File: src/hw/rtl/bfmd_pkg.sv
// Shared types and constants for the 2x2 box-filter mip downsampler.
// Holds register codes, reset values, geometry and pipeline word structs.
// Depends on nothing; every other file of the block imports it.
package bfmd_pkg;

    // Default sizing of the line store
    localparam int MAX_WIDTH_DEF = 4096;
    localparam int MAX_BPP_DEF   = 16;

    // Fixed limits and field widths
    localparam int HEIGHT_LIMIT = 4096;
    localparam int GEOM_W       = 13;   // width and height registers
    localparam int BPP_W        = 5;    // bytes per pixel register
    localparam int HALF_W       = 12;   // output size minus one
    localparam int ROW_W        = 12;   // row counter
    localparam int PAIR_W       = 9;    // sum of two bytes
    localparam int SUM_W        = 10;   // sum of four bytes
    localparam int ADDR_W       = 4;
    localparam int DATA_W       = 32;

    // Register reset values
    localparam logic [GEOM_W-1:0] WIDTH_RST  = GEOM_W'(1);
    localparam logic [GEOM_W-1:0] HEIGHT_RST = GEOM_W'(1);
    localparam logic [BPP_W-1:0]  BPP_RST    = BPP_W'(4);

    // Register indexes (byte address / 4)
    typedef enum logic [1:0] {
        REG_WIDTH  = 2'd0,
        REG_HEIGHT = 2'd1,
        REG_BPP    = 2'd2
    } t_reg_idx;

    // Effective geometry after clamping, plus derived values
    typedef struct packed {
        logic              restart;
        logic              w_one;
        logic              h_one;
        logic [GEOM_W-1:0] width;
        logic [GEOM_W-1:0] height;
        logic [BPP_W-1:0]  bpp;
        logic [HALF_W-1:0] dw_m1;
        logic [HALF_W-1:0] dh_m1;
    } t_geom;

    // Word held between the front end and the result register
    typedef struct packed {
        logic              dbl;     // single-row source: use the pair twice
        logic              last;
        logic [PAIR_W-1:0] pair;
    } t_s1;

endpackage

File: src/hw/rtl/bfmd_cfg.sv
// APB register bank of the mip downsampler: width, height, bytes per pixel.
// Clamps the registers into effective geometry and flags a level restart.
// Depends on bfmd_pkg.
module bfmd_cfg #(
    parameter int MAX_WIDTH = bfmd_pkg::MAX_WIDTH_DEF,
    parameter int MAX_BPP   = bfmd_pkg::MAX_BPP_DEF
) (
    input  logic                         i_clk,
    input  logic                         i_rst_n,
    input  logic                         psel,
    input  logic                         penable,
    input  logic                         pwrite,
    input  logic [bfmd_pkg::ADDR_W-1:0]  paddr,
    input  logic [bfmd_pkg::DATA_W-1:0]  pwdata,
    output logic [bfmd_pkg::DATA_W-1:0]  prdata,
    output logic                         pready,
    output bfmd_pkg::t_geom              o_geom
);
    import bfmd_pkg::*;

    logic [GEOM_W-1:0] r_width;
    logic [GEOM_W-1:0] r_height;
    logic [BPP_W-1:0]  r_bpp;
    logic [1:0]        w_idx;
    logic              w_wr;
    logic              w_listed;
    logic [GEOM_W-1:0] w_width;
    logic [GEOM_W-1:0] w_height;
    logic [BPP_W-1:0]  w_bpp;
    logic [HALF_W-1:0] w_dw;
    logic [HALF_W-1:0] w_dh;

    assign pready = 1'b1;
    assign w_idx  = paddr[3:2];
    assign w_wr   = psel && penable && pwrite;

    // Decode listed registers
    always_comb begin
        unique case (w_idx)
            REG_WIDTH, REG_HEIGHT, REG_BPP: w_listed = 1'b1;
            default:                        w_listed = 1'b0;
        endcase
    end

    // Hold register values
    always_ff @(posedge i_clk) begin
        if (!i_rst_n) begin
            r_width  <= WIDTH_RST;
            r_height <= HEIGHT_RST;
            r_bpp    <= BPP_RST;
        end else if (w_wr) begin
            unique case (w_idx)
                REG_WIDTH:  r_width  <= pwdata[GEOM_W-1:0];
                REG_HEIGHT: r_height <= pwdata[GEOM_W-1:0];
                REG_BPP:    r_bpp    <= pwdata[BPP_W-1:0];
                default:    ;
            endcase
        end
    end

    // Read back
    always_comb begin
        unique case (w_idx)
            REG_WIDTH:  prdata = DATA_W'(r_width);
            REG_HEIGHT: prdata = DATA_W'(r_height);
            REG_BPP:    prdata = DATA_W'(r_bpp);
            default:    prdata = '0;
        endcase
    end

    // Clamp to the supported range; zero acts as one
    always_comb begin
        if (r_width == '0)
            w_width = GEOM_W'(1);
        else if (int'(r_width) > MAX_WIDTH)
            w_width = GEOM_W'(MAX_WIDTH);
        else
            w_width = r_width;

        if (r_height == '0)
            w_height = GEOM_W'(1);
        else if (int'(r_height) > HEIGHT_LIMIT)
            w_height = GEOM_W'(HEIGHT_LIMIT);
        else
            w_height = r_height;

        if (r_bpp == '0)
            w_bpp = BPP_W'(1);
        else if (int'(r_bpp) > MAX_BPP)
            w_bpp = BPP_W'(MAX_BPP);
        else
            w_bpp = r_bpp;
    end

    // Output size is max(1, size >> 1); keep it minus one
    assign w_dw = w_width[GEOM_W-1:1];
    assign w_dh = w_height[GEOM_W-1:1];

    always_comb begin
        o_geom.restart = w_wr && w_listed;
        o_geom.w_one   = (w_width == GEOM_W'(1));
        o_geom.h_one   = (w_height == GEOM_W'(1));
        o_geom.width   = w_width;
        o_geom.height  = w_height;
        o_geom.bpp     = w_bpp;
        o_geom.dw_m1   = (w_dw == '0) ? '0 : w_dw - HALF_W'(1);
        o_geom.dh_m1   = (w_dh == '0) ? '0 : w_dh - HALF_W'(1);
    end

endmodule

File: config.mk
export PLATFORM = sky130hd
export DESIGN_NAME = bfmd_cfg
export DESIGN_NICKNAME = d
export VERILOG_FILES = /design/src/hw/rtl/bfmd_pkg.sv /design/src/hw/rtl/bfmd_cfg.sv
export SDC_FILE = /design/constraint.sdc
export NUM_CORES = 1
export LEC_CHECK = 0
export BUFFER_PORTS_ARGS = -buffer_cell sky130_fd_sc_hd__buf_2
export CAP_MARGIN = 20
export CORE_MARGIN = 2
export CORE_UTILIZATION = 41
export DETAILED_ROUTE_END_ITERATION = 8
export PLACE_DENSITY_LB_ADDON = 0.2
export REMOVE_ABC_BUFFERS = 1
export SYNTH_ARGS = -nofsm -noshare
export SYNTH_HDL_FRONTEND = slang
export SYNTH_SLANG_ARGS = --single-unit
File: constraint.sdc
create_clock -name i_clk -period 1.7 [get_ports i_clk]
set_input_delay 0.085 -clock i_clk [delete_from_list [all_inputs] [get_ports i_clk]]
set_output_delay 0.085 -clock i_clk [all_outputs]
set_load 0.03 [all_outputs]
; Yosys cells after proc, flatten, opt, wreduce, memory -nomap -nowiden
; Index checks and enable logic that the tools add are counted.
[word_totals]
input_bits = 41
output_inout_bits = 91
regBits = 31
[classes]
eq_ne = 4
addsub = 2
order_cmp = 3
n_reduce_logical = 13
n_mux = 10
[ops]
columns = op, count
row1 = $mux W13, 4
row2 = $pmux W13 S3, 1
row3 = $eq A13 B1 Y1 const B, 2
row4 = $gt A13 B13 Y1 const B, 2
row5 = $logic_not A13 Y1, 2
row6 = $logic_not A12 Y1, 2
row7 = $mux W12, 2
row8 = $sub A12 B1 Y12 const B, 2
row9 = $mux W5, 2
row10 = $reduce_and A2 Y1, 3
row11 = $gt A5 B5 Y1 const B, 1
row12 = $logic_not A5 Y1, 1
row13 = $logic_and A1 B1 Y1, 3
row14 = $reduce_or A3 Y1, 1
row15 = $eq A2 B1 Y1 const B, 1
row16 = $eq A2 B2 Y1 const B, 1
row17 = $logic_not A2 Y1, 1
row18 = $mux W1, 1

; Longest topological paths before layout
[logic_depth]
ltp_word = 5
mapped_depth = 8
mapped_depth_nobuf = 7

; Worst setup path before layout
; OpenSTA, ideal clock, no wires.
[synth_path]
path_kind = register -> output
startpoint = register r_height[1]
endpoint = output port o_geom[11] (netlist bit)
stages_incl_launch_ff = 5
setup_slack_ns = -0.664
required_time_ns = 1.615
t_arrival_ns = 2.279
path_buffers = 0
cell_sequence = dfxtp_1 or4_4 nor2_4 nor4b_4 a21boi_0
[synth_rtl]
columns = element, line
row1 = start: declaration, bfmd_cfg.sv:22  ; logic [GEOM_W-1:0] r_height;
row2 = start signal: assignment, bfmd_cfg.sv:54  ; REG_HEIGHT: r_height <= pwdata[GEOM_W-1:0];
row3 = end: declaration, bfmd_cfg.sv:17  ; output bfmd_pkg::t_geom o_geom

==> impl_metrics.py <==
metrics = {
    "worst_setup_path": {
        "critical_path_class": "reg2out",
        "crit_path_top_delay_cell": "o41a_4",
        "arrival_ns": 1.97,
        "end_kind": "output pin",
        "endpoint": "o_geom[9]",
        "worst_ep_required_time_ns": 1.62,
        "cp-start-kind": "flop",
        "r2r-start": "r_width[12]",
        "critPathLaunch": "r_height[7]",
        "path_max_fanout": 5,
        "reg2reg_slack_ns": 0.75,
        "ff2ff_path_depth": 3,
        "r2r-end": "r_width[12]",
        "cp_cell_sequence": "or3_4 -> o41a_4 -> a211oi_2 -> nor3_1 -> buf_4",
        "critPathMaxStageDelay_ns": 0.55,
    },
    "drt": {
        "viasPerCell": 4.98,
        "wl_um": 7300,
        "post-route-drc-count": 0,
        "drtIter0Drc": 106,
        "drt_pass1_iterations": 4,
        "routedWlPerCell_um": 13.7,
        "vias": 2657,
        "drtAntennaViolNets": 0,
    },
    "global_route": {
        "met2_usage_pct": 36.5,
        "overflow": 0,
        "use_met3_pct": 4.07,
        "top_usage_layer": "met2",
        "gr-usage-met1_pct": 28.8,
        "grt_max_degree": 32,
        "first_global_vias": 2443,
        "grt_first_pass_wirelength_um": 11400,
        "grtUsageTotal_pct": 21.7,
        "antenna_found_initial": 0,
    },
    "cells_and_area": {
        "fin_util_pct": 63.0,
        "area_growth_syn_to_layout_pct": 49.3,
        "drive_gt1_share_pct": 45.0,
        "design_area_mm2": 0.00371,
        "final_common_cell": "buf_4",
        "diodes": 0,
        "fin_cells": 533,
        "fillers": 537,
        "final_cell_mix": "buf_4 (73), buf_2 (62), nand2_1 (41)",
        "num-nets-final": 502,
    },
    "placed_design": {
        "place_area_mm2": 0.00322,
        "place_worst_setup_slack_ns": -0.0851,
        "gp_congestion": 0.832,
        "dp.cells": 514,
        "hpwl_um": 5370,
        "port_buffers": 90,
    },
    "logic_synthesis": {
        "avgSynthCellArea_um2": 7.66,
        "synth_edf_count": 0,
        "synth_top_cell_area_share_pct": 25.0,
        "synth_top_area_cell": "dfxtp_1",
        "ys_ff_latch": 31,
        "yosys_warnings": 0,
        "async_flop_share_pct": 0,
        "synthCells": 324,
        "ys_types": 46,
        "synth_flop_cell": "dfxtp_1",
        "synth.cell_area_mm2": 0.00248,
        "ys_seq_area_share_pct": 25.0,
        "synthTopCellsByArea": "dfxtp_1 (25%), mux2i_1 (12%), nor2b_1 (9.6%)",
    },
    "floorplan": {
        "die_w_um": 81.8,
        "coreArea_mm2": 0.00589,
        "die_h_um": 81.8,
        "boundaryPins": 132,
        "initial_utilization_pct": 42.2,
        "dieArea_mm2": 0.00669,
        "rows": 28,
    },
    "sta": {
        "final-hold-violation-count": 0,
        "fin_crit_sh_pct": 121,
        "setup_viol": 17,
        "setup_slack_ns": -0.357,
        "fin_tns_setup_ns": -3.52,
        "slew_headroom_pct": 65.5,
        "max_freq_mhz": 486,
        "whs_ns": 0.0634,
        "fin_crit_ns": 2.06,
        "rsz0062_at_grt": "yes",
        "slew_viol_final": 0,
        "tightestPinTransition_ns": 0.515,
        "skew_ns": 0,
    },
    "clocking": {
        "cts_buffers": 5,
        "cts.htree.levels": 2,
        "cts.clk_slew.worst_paths_ns": 0.07,
        "ctsHoldBuffers": 0,
        "ctsRootBufferMaster": "clkbuf_8",
        "cts_num_sinks": 31,
        "worstSkewPairLatency_ns": 0.27,
        "cts_max_path_buffers": 2,
        "cts_tree": "yes",
    },
    "run": {
        "drv_cap": 0,
    },
    "pwr": {
        "power-per-cell-area_mw_per_mm2": 607,
        "p_leak_nw": 1.86,
        "power.total_mw": 2.25,
        "peakVddDrop_uv": 460,
    },
    "outcome": {
        "violations": "setup timing",
        "status": "finished, violations left",
    },
    "hold_path": {
        "hp-start": "pwdata[11]",
        "hold_class": "in2reg",
    },
}
## cells in the mapped netlist (all sizes together), types with 2 or more instances
master / count
nand2: 43
a21oi: 8
nor2: 32
buf: 26
a211oi: 4
clkbuf: 16
nand4: 3
a21boi: 13
and2: 2
inv: 7
nand3: 5
nor3: 14
a32oi: 2
xnor2: 4
dfxtp: 31
mux2i: 30
or3: 4
nor3b: 2
nand4b: 2
o21ai: 11
nor2b: 38
xor2: 4
and4: 2
conb: 2
ha: 4
## layer usage
layer | share of wire (%) | up-vias
met2 | 48 | 75
met4 | 0.95 | 0
met3 | 5.3 | 7
met5 | 0 | -
met1 | 46 | 1254
li1 | - | 1321
## sequential cells by signal, indices dropped and copies added (netlist names)
| name | flops |
|---|---|
| r_width | 13 |
| r_height | 13 |
| r_bpp | 5 |
## how the worst min path moves through the flow
| stage | to | cells after the start | slack (ns) |
|---|---|---|---|
| 6_report | r_height[11] | 3 | 0.06 |
| 5_1_grt | r_height[9] | 3 | 0.07 |
| 4_1_cts | r_height[0] | 3 | 0.06 |
| 3_5_place_dp | r_height[0] | 3 | 0.35 |
| 3_3_place_gp | r_height[0] | 3 | 0.35 |
| 2_1_floorplan | r_bpp[2] | 1 | 0.15 |
## cells by family after synthesis
logic type,count (synthesis),synth area share (%)
multiplexers,30,12.1
AND/OR/NAND/NOR,153,33.5
AO/OA/AOI/OAI,46,13.2
adder cells (fa/ha/maj),4,2.02
flip-flops,31,25.0
other,2,0.303
XOR/XNOR,8,2.82
buffers and inverters,50,11.1
## worst max-delay path, delay by kind of cell, from the launching register on
family                 cells  cell delay (ns)
AO/OA/AOI/OAI              2             0.71
buffers and inverters      1             0.17
flip-flops                 1             0.31
AND/OR/NAND/NOR            2             0.49
## report_power, final
| part | leakage [nW] | total [mW] | switching [mW] | internal, mW |
|---|---|---|---|---|
| combinational | 1.55 | 0.757 | 0.460 | 0.297 |
| clock | 0.0612 | 0.750 | 0.276 | 0.474 |
| sequential | 0.255 | 0.744 | 0.00808 | 0.736 |
## repair_timing
| item | in CTS | in global routing |
|---|---|---|
| setup endpoints to repair | 27 | 28 |
| gates resized for setup | 61 | 40 |
| pin swaps | 11 | 15 |
| gates cloned | 1 | 0 |
| setup buffers | 3 | 7 |
## final cells by class
cell class | count | area, µm² | share of cell area, %
Multi-Input combinational cell | 262 | 1820 | 49.0
Timing Repair Buffer | 149 | 1010 | 27.3
Sequential cell | 31 | 632 | 17.0
Tap cell | 75 | 93.8 | 2.53
Clock buffer | 6 | 82.6 | 2.23
Clock inverter | 2 | 35.0 | 0.945
Inverter | 8 | 35.0 | 0.945
Note: power is estimated with default switching activity, not from simulation.
