==> config.mk <==
export PLATFORM = sky130hd
export DESIGN_NAME = bfmd_out
export DESIGN_NICKNAME = d
export VERILOG_FILES = /design/src/hw/rtl/bfmd_pkg.sv /design/src/hw/rtl/bfmd_out.sv
export SDC_FILE = /design/constraint.sdc
export NUM_CORES = 1
export LEC_CHECK = 0
export BUFFER_PORTS_ARGS = -buffer_cell sky130_fd_sc_hd__buf_4
export CORE_MARGIN = 5
export CORE_UTILIZATION = 49
export CTS_CLUSTER_SIZE = 25
export DETAILED_ROUTE_END_ITERATION = 8
export PLACE_DENSITY = 0.79
export SLEW_MARGIN = 10
export SYNTH_ARGS = -nofsm -noshare
export SYNTH_HDL_FRONTEND = slang
export SYNTH_SLANG_ARGS = --single-unit
==> constraint.sdc <==
create_clock -name i_clk -period 3.81 [get_ports i_clk]
set_clock_uncertainty 0.15 [all_clocks]
set_input_delay 0.762 -clock i_clk [delete_from_list [all_inputs] [get_ports i_clk]]
set_output_delay 0.762 -clock i_clk [all_outputs]
set_load 0.01 [all_outputs]
==> src/hw/rtl/bfmd_pkg.sv <==
// Shared types and constants for the 2x2 box-filter mip downsampler.
// Holds register codes, reset values, geometry and pipeline word structs.
// Depends on nothing; every other file of the block imports it.
package bfmd_pkg;

    // Default sizing of the line store
    localparam int MAX_WIDTH_DEF = 4096;
    localparam int MAX_BPP_DEF   = 16;

    // Fixed limits and field widths
    localparam int HEIGHT_LIMIT = 4096;
    localparam int GEOM_W       = 13;   // width and height registers
    localparam int BPP_W        = 5;    // bytes per pixel register
    localparam int HALF_W       = 12;   // output size minus one
    localparam int ROW_W        = 12;   // row counter
    localparam int PAIR_W       = 9;    // sum of two bytes
    localparam int SUM_W        = 10;   // sum of four bytes
    localparam int ADDR_W       = 4;
    localparam int DATA_W       = 32;

    // Register reset values
    localparam logic [GEOM_W-1:0] WIDTH_RST  = GEOM_W'(1);
    localparam logic [GEOM_W-1:0] HEIGHT_RST = GEOM_W'(1);
    localparam logic [BPP_W-1:0]  BPP_RST    = BPP_W'(4);

    // Register indexes (byte address / 4)
    typedef enum logic [1:0] {
        REG_WIDTH  = 2'd0,
        REG_HEIGHT = 2'd1,
        REG_BPP    = 2'd2
    } t_reg_idx;

    // Effective geometry after clamping, plus derived values
    typedef struct packed {
        logic              restart;
        logic              w_one;
        logic              h_one;
        logic [GEOM_W-1:0] width;
        logic [GEOM_W-1:0] height;
        logic [BPP_W-1:0]  bpp;
        logic [HALF_W-1:0] dw_m1;
        logic [HALF_W-1:0] dh_m1;
    } t_geom;

    // Word held between the front end and the result register
    typedef struct packed {
        logic              dbl;     // single-row source: use the pair twice
        logic              last;
        logic [PAIR_W-1:0] pair;
    } t_s1;

endpackage

==> src/hw/rtl/bfmd_out.sv <==
// Result stage of the mip downsampler: adds the two pair sums, rounds,
// and holds the result word until the receiver takes it.
// Depends on bfmd_pkg.
module bfmd_out (
    input  logic                         i_clk,
    input  logic                         i_rst_n,
    input  logic                         i_s1_valid,
    input  bfmd_pkg::t_s1                i_s1,
    input  logic [bfmd_pkg::PAIR_W-1:0]  i_line_rd,
    output logic                         o_s1_take,
    output logic                         o_mip_valid,
    output logic [7:0]                   o_mip_byte,
    output logic                         o_level_done,
    input  logic                         i_mip_ready
);
    import bfmd_pkg::*;

    logic             r_valid;
    logic [7:0]       r_mip;
    logic             r_done;
    logic [SUM_W-1:0] w_sum;
    logic [SUM_W-1:0] w_round;
    logic             w_load;

    // Sum of the 2x2 block, then round to nearest
    assign w_sum   = i_s1.dbl ? {i_s1.pair, 1'b0}
                              : SUM_W'(i_line_rd) + SUM_W'(i_s1.pair);
    assign w_round = w_sum + SUM_W'(2);

    assign o_s1_take = i_s1_valid && (!r_valid || i_mip_ready);
    assign w_load    = o_s1_take;

    always_ff @(posedge i_clk) begin
        if (!i_rst_n) begin
            r_valid <= 1'b0;
        end else if (w_load) begin
            r_valid <= 1'b1;
        end else if (i_mip_ready) begin
            r_valid <= 1'b0;
        end
    end

    // Hold the result word while stalled
    always_ff @(posedge i_clk) begin
        if (w_load) begin
            r_mip  <= w_round[SUM_W-1:2];
            r_done <= i_s1.last;
        end
    end

    assign o_mip_valid  = r_valid;
    assign o_mip_byte   = r_mip;
    assign o_level_done = r_done;

endmodule

After elaboration in Yosys (flattened, before gate mapping)
Cells that the tools add are included.

Output and inout bits: 11. RAM bits: 0. Register bits after elaboration: 10. Latch bits: 0. Bits in read-only memories: 0. Memories kept: 0. Word-level logic and storage cells: 12. Bits of input ports: 24.

$add $sub $neg: 2. Reduce and logical (&&, ||, !) cells: 4. Equality and inequality tests: 0. Multiply operators: 0. Divide/modulo/power cells: 0. Bitwise operators: 0. Mux-type cells: 3. Shifts and indexed selects: 0. $lt $le $gt $ge: 0.

Operators with widths (count): 10-bit by 2-bit adder with 10-bit output, second input constant (1); 9-bit by 9-bit adder with 10-bit output (1); 10-bit 2-to-1 mux (1); 1-bit 2-to-1 mux (2); 2-bit nonzero test (1); 1-bit logical AND (1); 1-bit zero test (1); 1-bit logical OR (1).

Longest topological paths before layout
Gate-level depths: netlist (run 1).

Depth in word-level cells: 4. Mapped depth: 9.

Worst setup path after synthesis (run 1)
No wires, ideal clock.

Path kind: input port to flip-flop. Start: input port i_s1[1] (netlist bit). End: register r_mip[7] (netlist: o_mip_byte[7]), data pin. Arrival: 2558 ps. Setup slack: 836 ps. Stages: 9. Library setup time: 266 ps. Path buffers: 0. Cells stage by stage: inv_1 fa_1 nand2b_1 a2111o_1 nand3_2 o2111a_2 o211ai_4 nor4b_4 xor2_1.

Longest elaborated chain between the ends: 3.

Ends and longest elaborated chain: start: declaration (RTL line bfmd_out.sv:8) `input bfmd_pkg::t_s1 i_s1,`; 9-bit by 9-bit adder with 10-bit output (RTL line bfmd_out.sv:27) `: SUM_W'(i_line_rd) + SUM_W'(i_s1.pair);`; 10-bit 2-to-1 mux * (RTL line bfmd_out.sv:26) `assign w_sum = i_s1.dbl ? {i_s1.pair, 1'b0}`; 10-bit by 2-bit adder with 10-bit output * (RTL line bfmd_out.sv:28) `assign w_round = w_sum + SUM_W'(2);`; net w_round[9] (RTL line bfmd_out.sv:22) `logic [SUM_W-1:0] w_round;`; end signal: assignment (RTL line bfmd_out.sv:46) `r_mip <= w_round[SUM_W-1:2];`; end: declaration (RTL line bfmd_out.sv:19) `logic [7:0] r_mip;`.

The timed path passes the listed nets; every way through them passes the cells marked *. A chain may end at the register's enable or synchronous reset.

Worst setup path after layout (run 1)
Ends and elaborated chain as after synthesis.

==> flow_summary_export.csv, run 1 <==
group,metric,value,unit
grt,grt_pass1_vias,856,
die,die_w,54.2,µm
pwr,combPwrFrac,42.1,%
routing,drc,0,
logic_synthesis,ys_types,38,
pwr,power.leakage,0.542,nW
grt,grt_pass1_wl,3.35,mm
die,core,0.00190,mm²
placed_design,portBuffers,34,
final_layout,fin_util,66.6,%
clock_tree,root_buffer,"clkbuf_4",
logic_synthesis,syn_area,956,µm²
clock_tree,cts_setup_buffers,0,
timing,slew_headroom,73.1,%
worst_setup_path,path_class,"in2reg",
clock_tree,cts_resized,0,
worst_setup_path,startpoint_type,"input pin",
timing,rsz0062_at_grt,"no",
die,die_h,54.2,µm
die,row_count,16,
status,status,"finished clean",
logic_synthesis,synth-seq-area-share,30.4,%
routing,drt_iter0_markers,5,
worst_setup_path,path_max_fanout,3,
timing,period_share,77.5,%
final_layout,seqCellArea,290,µm²
final_layout,layout-drive-gt1-share,33.8,%
grt,grt_remaining_overflow,0,
logic_synthesis,ys_warn_count,0,
timing,timing.fmax,339,MHz
clock_tree,insertion_delay,250,ps
logic_synthesis,syn_inst,96,
final_layout,antenna_cells,0,
pwr,powerDensity,286,mW/mm²
min_path,hold_depth,2,
clock_tree,ctsHoldBuffers,0,
pwr,pwr-share-seq,38.4,%
grt,grt_max_degree,22,
routing,vias,832,
run,maxCapViolations,0,
timing,min_period,2950,ps
clock_tree,h-tree-depth,1,
timing,hold_viol_final,0,
grt,grt_usage,15.4,%
logic_synthesis,ys_seq_elements,10,
worst_setup_path,r2r_cells,3,
min_path,holdCritPathClass,"reg2reg",
routing,detail-route-antenna-nets,0,
pwr,ir_worst_vdd,0.133,mV
timing,setup_viol,0,
grt,antenna_found_initial,0,
placed_design,place_hpwl,1.73,mm
die,die_area,0.00293,mm²
logic_synthesis,syn_nets,130,
pwr,power_switching_share,30.5,%
logic_synthesis,synth.avg_cell_area,9.96,µm²
routing,drt-vias-per-instance,5.20,
clock_tree,cts_tree,"built",
die,initial_core_util,50.3,%
worst_setup_path,endpoint_kind,"flip-flop",
clock_tree,cts_buffer_depth,2,
routing,dr.pass1.iters,4,
pwr,power_switching,111,µW
clock_tree,path_clk_slew,60,ps
final_layout,instances_no_fill,160,
worst_setup_path,cp.arrival,2800,ps
routing,drt_wl_total,2.02,mm
timing,maxSlewViolCount,0,
pwr,finalPower,362,µW
routing,wl_per_cell,12.6,µm
timing,worst_pin_slew,395,ps
pwr,clockPowerShare,19.5,%
placed_design,post-place-cells,156,
final_layout,nFillCells,159,
final_layout,multi_input_area,634,µm²
clock_tree,cts.sinks,10,
pwr,p_int,252,µW
final_layout,syn_to_final_growth,32.5,%
timing,finalSetupTns,0,ps
die,ios,35,
final_layout,fin_nets,168,
timing,hold_slack,487,ps
placed_design,place_congestion,0.808,
clock_tree,cts_inserted_buffers,3,
worst_setup_path,critPathRequiredTime,3660,ps
==> state kept, by name, indices dropped and copies added (netlist names) <==
name / flops
o_level_done: 1
o_mip_valid: 1
o_mip_byte: 8
==> layout by cell type, fill, tap and decap left out, drive strengths merged, types with 4 or more instances in the layout <==
master,synthesis,layout
a21oi,8,8
buf,2,35
clkbuf,0,4
edfxtp,9,9
ha,9,9
inv,5,5
nand2,5,5
nor2,6,6
nor2b,6,6
o21ai,5,5
xnor2,6,6
xor2,5,5
==> kinds of logic (layout without fill, tap and decap cells) <==
| logic type | Yosys count | in the layout | synth area share (%) |
|---|---|---|---|
| AO/OA/AOI/OAI | 26 | 26 | 20.4 |
| XOR/XNOR | 11 | 11 | 10.1 |
| adder cells (fa/ha/maj) | 10 | 10 | 13.9 |
| buffers and inverters | 7 | 44 | 3.27 |
| flip-flops | 10 | 10 | 30.4 |
| multiplexers | 2 | 2 | 2.49 |
| AND/OR/NAND/NOR | 30 | 30 | 19.5 |
==> Yosys cell counts (all sizes together) <==
master,count,area share [%]
a2111o,1,1.2
a21o,1,0.79
a21oi,8,4.2
a311o,1,1.0
a311oi,1,0.92
a31o,1,0.92
and2,2,1.3
buf,2,1.3
dfxtp,1,2.1
edfxtp,9,28
fa,1,2.1
ha,9,12
inv,5,2.0
mux2i,2,2.5
nand2,5,2.0
nand2b,3,2.0
nand3,2,1.6
nand4,1,0.65
nor2,6,2.4
nor2b,6,3.9
nor3b,1,0.79
nor4b,2,3.4
o2111a,1,1.3
o211ai,3,3.8
o21a,3,2.4
o21ai,5,3.0
o31a,1,0.92
or2,1,0.65
or2b,1,0.92
xnor2,6,5.5
xor2,5,4.6
==> per-stage QoR <==
| stage | setup WS (ps) | instance area, µm² |
|---|---|---|
| floorplan | 836 | 956 |
| global placement | 665 | 1240 |
| detailed placement | 607 | 1240 |
| CTS | 862 | 1270 |
| global route | 698 | 1270 |
| finish | 859 | 1270 |
==> worst max-delay path, stage by stage <==
cell and delay [ps]:
buf_4 90, inv_1 50, fa_1 450, nand2b_1 200, a2111o_1 430, nand3_2 90
o2111a_2 250, o211ai_4 90, nor4b_4 280, xor2_1 100
==> metal layers <==
metal	routed length [µm]	track usage (%)	up-vias
met5	0	0	-
met4	0	7.05	0
met3	147	2.77	0
met2	1070	29.9	24
met1	803	15.6	383
li1	-	-	425
==> layout make-up <==
type | count | area share [%]
clock buffers | 4 | 2.08
inverters | 5 | 1.48
multi-input cells | 79 | 50.1
flip-flops and latches | 10 | 22.9
well taps | 27 | 2.67
repair buffers | 35 | 20.8
==> power by group through the flow <==
stage | registers, mW | clock network (mW) | logic, mW
floorplan | 0.148 | 0 | 0.0905
global placement | 0.141 | 0 | 0.147
detailed placement | 0.141 | 0 | 0.152
CTS | 0.139 | 0.0740 | 0.154
global route | 0.140 | 0.0802 | 0.169
finish | 0.139 | 0.0706 | 0.152
==> worst paths after layout <==
path | startpoint | end | slack, ps
hold reg to reg | o_mip_valid | o_mip_valid | 490
hold / removal | o_mip_valid | o_mip_valid | 490
setup / recovery | i_s1[1] | o_mip_byte[7] | 860
setup reg to reg | o_mip_valid | o_mip_byte[2] | 2620
No activity file was read; power rests on OpenSTA's default activity.
==> inputs of run 2 (changes only) <==
- CORE_UTILIZATION: 49 -> 44
- PLACE_DENSITY: 0.79 -> 0.75
- clock period: 3.81 -> 2.7 ns (I/O delays scaled with it)
==> run 2 against run 1 <==
Net effect: first-iteration DRC count is 100% higher; critical endpoint unchanged; power is 48% higher; core utilization is 0.12 points lower; register-to-register slack worse by 1500 ps; sequential share of layout area is 1.3 points lower; cell area is 6.1% higher; largest cell class unchanged; critical path depth stayed put; critical path type unchanged.
==> flow_summary_export.csv, run 2 (synthesis results as in run 1) <==
group,metric,value,unit
final_layout,largest_reg_flops,8,
die,initial_core_util,47.3,%
timing,maxSlewViolCount,0,
min_path,holdCritPathClass,"in2reg",
pwr,powerDensity,399,mW/mm²
worst_setup_path,critPathRequiredTime,2550,ps
die,ios,35,
grt,grt_max_degree,22,
clock_tree,ctsHoldBuffers,0,
timing,finalSetupTns,0,ps
worst_setup_path,worst-path-buf-inv,2,
die,core,0.00202,mm²
worst_setup_path,max_stage_delay,420,ps
grt,antenna_found_initial,0,
final_layout,fin_nets,177,
die,die_w,56.6,µm
placed_design,place_congestion,0.791,
worst_setup_path,endpoint_kind,"flip-flop",
final_layout,mostFrequentLayoutCells,"44 x buf_4, 9 x ha_1, 9 x edfxtp_1",
routing,dr.pass1.iters,3,
worst_setup_path,worstSetupPathDepth,10,
timing,min_period,2550,ps
final_layout,instances_no_fill,169,
routing,drt_iter0_markers,10,
clock_tree,cts.sinks,10,
die,die_h,56.6,µm
pwr,finalPower,537,µW
final_layout,layout-drive-gt1-share,39.4,%
final_layout,nFillCells,172,
grt,grt_remaining_overflow,0,
worst_setup_path,r2r_cells,2,
timing,period_share,94.3,%
clock_tree,cts_buffer_depth,2,
timing,hold_viol_final,0,
clock_tree,root_buffer,"clkbuf_4",
routing,wl_per_cell,12.1,µm
worst_setup_path,crit_family,"compound AO/OA/AOI/OAI gates",
timing,rsz0062_at_grt,"no",
clock_tree,h-tree-depth,1,
clock_tree,insertion_delay,250,ps
final_layout,final_common_cell,"buf_4",
die,die_area,0.00320,mm²
final_layout,antenna_cells,0,
routing,drt_wl_total,2.05,mm
clock_tree,cts_tree,"built",
timing,slew_headroom,49.8,%
die,row_count,16,
timing,hold_slack,307,ps
placed_design,post-place-ws,-128,ps
routing,drt-vias-per-instance,5.05,
timing,setup_viol,0,
worst_setup_path,cp.arrival,2400,ps
pwr,ir_worst_vdd,0.217,mV
status,status,"finished clean",
worst_setup_path,startpoint_type,"input pin",
grt,grt_pass1_vias,835,
timing,layout_setup_ws,154,ps
run,maxCapViolations,0,
routing,detail-route-antenna-nets,0,
grt,grt_pass1_wl,3.48,mm
pwr,power.leakage,0.592,nW
routing,vias,853,
timing,worst_pin_slew,752,ps
placed_design,portBuffers,34,
worst_setup_path,cpMaxStageDelayCell,"a2111o_1",
worst_setup_path,path_class,"in2reg",
final_layout,syn_to_final_growth,40.6,%
timing,timing.fmax,393,MHz
worst_setup_path,path_max_fanout,3,
min_path,hold_depth,1,
clock_tree,path_clk_slew,60,ps
worst_setup_path,cp_cell_sequence,"buf_4, inv_1, fa_2, nand2b_4, a2111o_1, nand3_2, o2111a_2, o211ai_4, nor4b_4, xor2_1",
placed_design,place_hpwl,1.76,mm
routing,drc,0,
placed_design,post-place-cells,165,
grt,grt_usage,13.3,%
clock_tree,cts_inserted_buffers,3,
run 2: changes by cell type in the layout (fill, tap and decap cells not counted), sizes merged:
cell	before	now
buf	35	44
run 2: path summary, 6_finish.rpt:
check / start / endpoint / slack [ps]
hold / removal: i_s1[9] / o_level_done / 310
setup / recovery: i_s1[1] / o_mip_byte[7] / 150
hold reg to reg: o_mip_valid / o_mip_valid / 500
setup reg to reg: o_mip_valid / o_mip_byte[3] / 1150
run 2: final cells by class:
type                    count  area [µm²]  area share (%)
multi-input cells          79         644            48.0
clock buffers               4        26.3            1.96
well taps                  27        33.8            2.51
inverters                   5        18.8            1.40
flip-flops and latches     10         290            21.6
repair buffers             44         330            24.6
run 2: power breakdown:
group          switching [mW]  internal [mW]  leakage [nW]  total [mW]
registers             0.00414          0.192        0.0951       0.197
logic                   0.113          0.127         0.482       0.240
clock network          0.0432         0.0567        0.0150      0.0999
run 2: per-stage QoR:
stage / util, % / cell area (µm²)
2_1_floorplan: - / 966
3_3_place_gp: 65.2 / 1320
3_5_place_dp: 65.2 / 1320
4_1_cts: 66.5 / 1340
5_1_grt: 66.5 / 1340
6_report: 66.5 / 1340
run 2: worst register-to-register path: cells and delay by family (launching register included):
| family | cells | cell delay [ps] |
|---|---|---|
| flip-flops | 1 | 310 |
| AND/OR/NAND/NOR | 2 | 730 |
run 2: timing repair:
| action | in CTS | in global routing |
|---|---|---|
| setup buffers | 0 | 0 |
| endpoints found under the setup margin | 0 | 1 |
| resized for setup | 0 | 1 |
run 2: per-layer routing:
layer	wire length [µm]	part of all wire (%)	GRT usage [%]
met5	0	0	0
met4	3	0.15	5.08
met3	144	7.0	2.29
met2	1050	51	24.3
met1	857	42	15.2
==> inputs of run 3 (changes only) <==
- CELL_PAD_IN_SITES_DETAIL_PLACEMENT: not set -> 1
- CELL_PAD_IN_SITES_GLOBAL_PLACEMENT: not set -> 1
- CORE_UTILIZATION: 44 -> 33
- PLACE_DENSITY: 0.75 -> not set
- PLACE_DENSITY_LB_ADDON: not set -> 0.1
==> run 3 against run 2 <==
Net effect: sequential power about the same; cell count up 2.4%; core utilization down 17 points; hold slack worse by 1.1 ps; power up 2.3%; wire length up 18%; via count up 2.2%; cell area up 0.84%; clock power up 4%; largest cell class unchanged; largest power group unchanged.
==> flow_summary_export.csv, run 3 (synthesis results as in run 1) <==
group,metric,value,unit
status,status,"finished clean",
pwr,power_switching_share,31.0,%
worst_setup_path,startpoint_type,"input pin",
pwr,power_switching,170,µW
worst_setup_path,timing.rr.end,"o_mip_byte[4]",
pwr,p_int,379,µW
pwr,power.leakage,0.593,nW
final_layout,layout-drive-gt1-share,40.1,%
die,die_area,0.00407,mm²
routing,drc,0,
clock_tree,cts_setup_buffers,0,
timing,period_share,96.2,%
worst_setup_path,path_class,"in2reg",
grt,grt_pass1_wl,4.24,mm
worst_setup_path,critPathRequiredTime,2550,ps
worst_setup_path,r2r_slack,1090,ps
placed_design,place_hpwl,2.10,mm
clock_tree,insertion_delay,250,ps
die,core,0.00276,mm²
grt,grt_pass1_vias,980,
pwr,finalPower,549,µW
timing,min_period,2600,ps
die,die_h,63.8,µm
placed_design,place_congestion,0.783,
final_layout,antenna_cells,0,
final_layout,final_common_cell,"buf_4",
timing,setup_viol,0,
clock_tree,cts_inserted_buffers,3,
timing,rsz0062_at_grt,"yes",
clock_tree,ctsHoldBuffers,0,
worst_setup_path,cp.arrival,2450,ps
final_layout,mostFrequentLayoutCells,"44 x buf_4, 9 x ha_1, 9 x edfxtp_1",
worst_setup_path,r2r_cells,2,
final_layout,largest_reg_flops,8,
final_layout,fin_util,49.1,%
grt,antenna_found_initial,0,
die,ios,35,
placed_design,portBuffers,34,
final_layout,nFillCells,330,
clock_tree,h-tree-depth,1,
final_layout,syn_to_final_growth,41.8,%
worst_setup_path,path_max_fanout,3,
timing,worst_pin_slew,835,ps
grt,grt_remaining_overflow,0,
routing,drt_iter0_markers,11,
routing,dr.pass1.iters,2,
die,die_w,63.8,µm
pwr,pwr-share-seq,35.9,%
routing,drt-vias-per-instance,5.04,
routing,detail-route-antenna-nets,0,
die,initial_core_util,34.7,%
clock_tree,cts_resized,0,
pwr,ir_worst_vdd,0.274,mV
worst_setup_path,endpoint_kind,"flip-flop",
grt,grt_usage,12.5,%
die,row_count,19,
clock_tree,path_clk_slew,70,ps
timing,maxSlewViolCount,0,
clock_tree,cts_tree,"built",
timing,hold_viol_final,0,
worst_setup_path,rr_startpoint,"o_mip_valid",
routing,wl_per_cell,14.0,µm
worst_setup_path,worst_setup_path_endpoint,"o_mip_byte[7]",
clock_tree,root_buffer,"clkbuf_4",
grt,grt_max_degree,22,
worst_setup_path,startpoint,"i_s1[1]",
clock_tree,cts.sinks,10,
pwr,clockPowerShare,18.9,%
min_path,holdCritPathClass,"in2reg",
final_layout,fin_nets,177,
pwr,combPwrFrac,45.2,%
routing,vias,872,
routing,drt_wl_total,2.43,mm
clock_tree,cts_buffer_depth,2,
timing,timing.fmax,385,MHz
pwr,powerDensity,405,mW/mm²
run,maxCapViolations,0,
timing,slew_headroom,44.2,%
[run 3: cell count changes in the layout (fill, tap and decap cells not counted)]
| cell | delta |
|---|---|
| nor4b_2 | +1 |
| nor4b_1 | -1 |
[run 3: worst min path at each step]
stage / from / end / slack [ps] / depth (start not counted)
final: i_s1[9] / o_level_done / 310 / 1
after detailed placement: o_mip_valid / o_mip_valid / 490 / 2
after global placement: o_mip_valid / o_mip_valid / 460 / 2
after floorplan: i_s1[9] / o_level_done / 490 / 0
after CTS: i_s1[9] / o_level_done / 300 / 1
after global routing: i_s1[9] / o_level_done / 300 / 1
[run 3: layout make-up]
type,count,area (µm²),share of cell area [%]
Clock buffer,4,26.3,1.94
Inverter,5,18.8,1.39
Multi-Input combinational cell,79,651,48.0
Timing Repair Buffer,44,330,24.4
Sequential cell,10,290,21.4
Tap cell,31,38.8,2.86
[run 3: per-stage QoR]
| step | instance area, µm² | setup TNS, ps | instances | worst slack [ps] | hold slack [ps] |
|---|---|---|---|---|---|
| floorplan | 966 | 0 | 96 | 46.7 | 489 |
| global placement | 1320 | -309 | 169 | -110 | 460 |
| detailed placement | 1320 | -485 | 169 | -176 | 490 |
| CTS | 1350 | 0 | 173 | 93.8 | 298 |
| global route | 1360 | -10.8 | 173 | -10.8 | 296 |
| finish | 1360 | 0 | 173 | 102 | 305 |
[run 3: layer usage]
metal  track usage, %  share of wire, %
met1             15.2                44
met3             2.10               6.0
met4             3.90              0.49
met2             22.2                50
met5                0                 0
[run 3: worst max-delay path, stage by stage]
cell	delay, ps
buf_4	90
inv_1	60
fa_2	400
nand2b_4	160
a2111o_1	420
nand3_2	90
o2111a_2	230
o211ai_4	90
nor4b_4	270
xor2_1	100
[run 3: power by group through the flow]
stage / combinational [mW] / sequential (mW) / clock, mW
6_report: 0.248 / 0.197 / 0.104
5_1_grt: 0.276 / 0.199 / 0.117
4_1_cts: 0.250 / 0.198 / 0.108
3_5_place_dp: 0.249 / 0.201 / 0
3_3_place_gp: 0.240 / 0.199 / 0
2_1_floorplan: 0.130 / 0.209 / 0
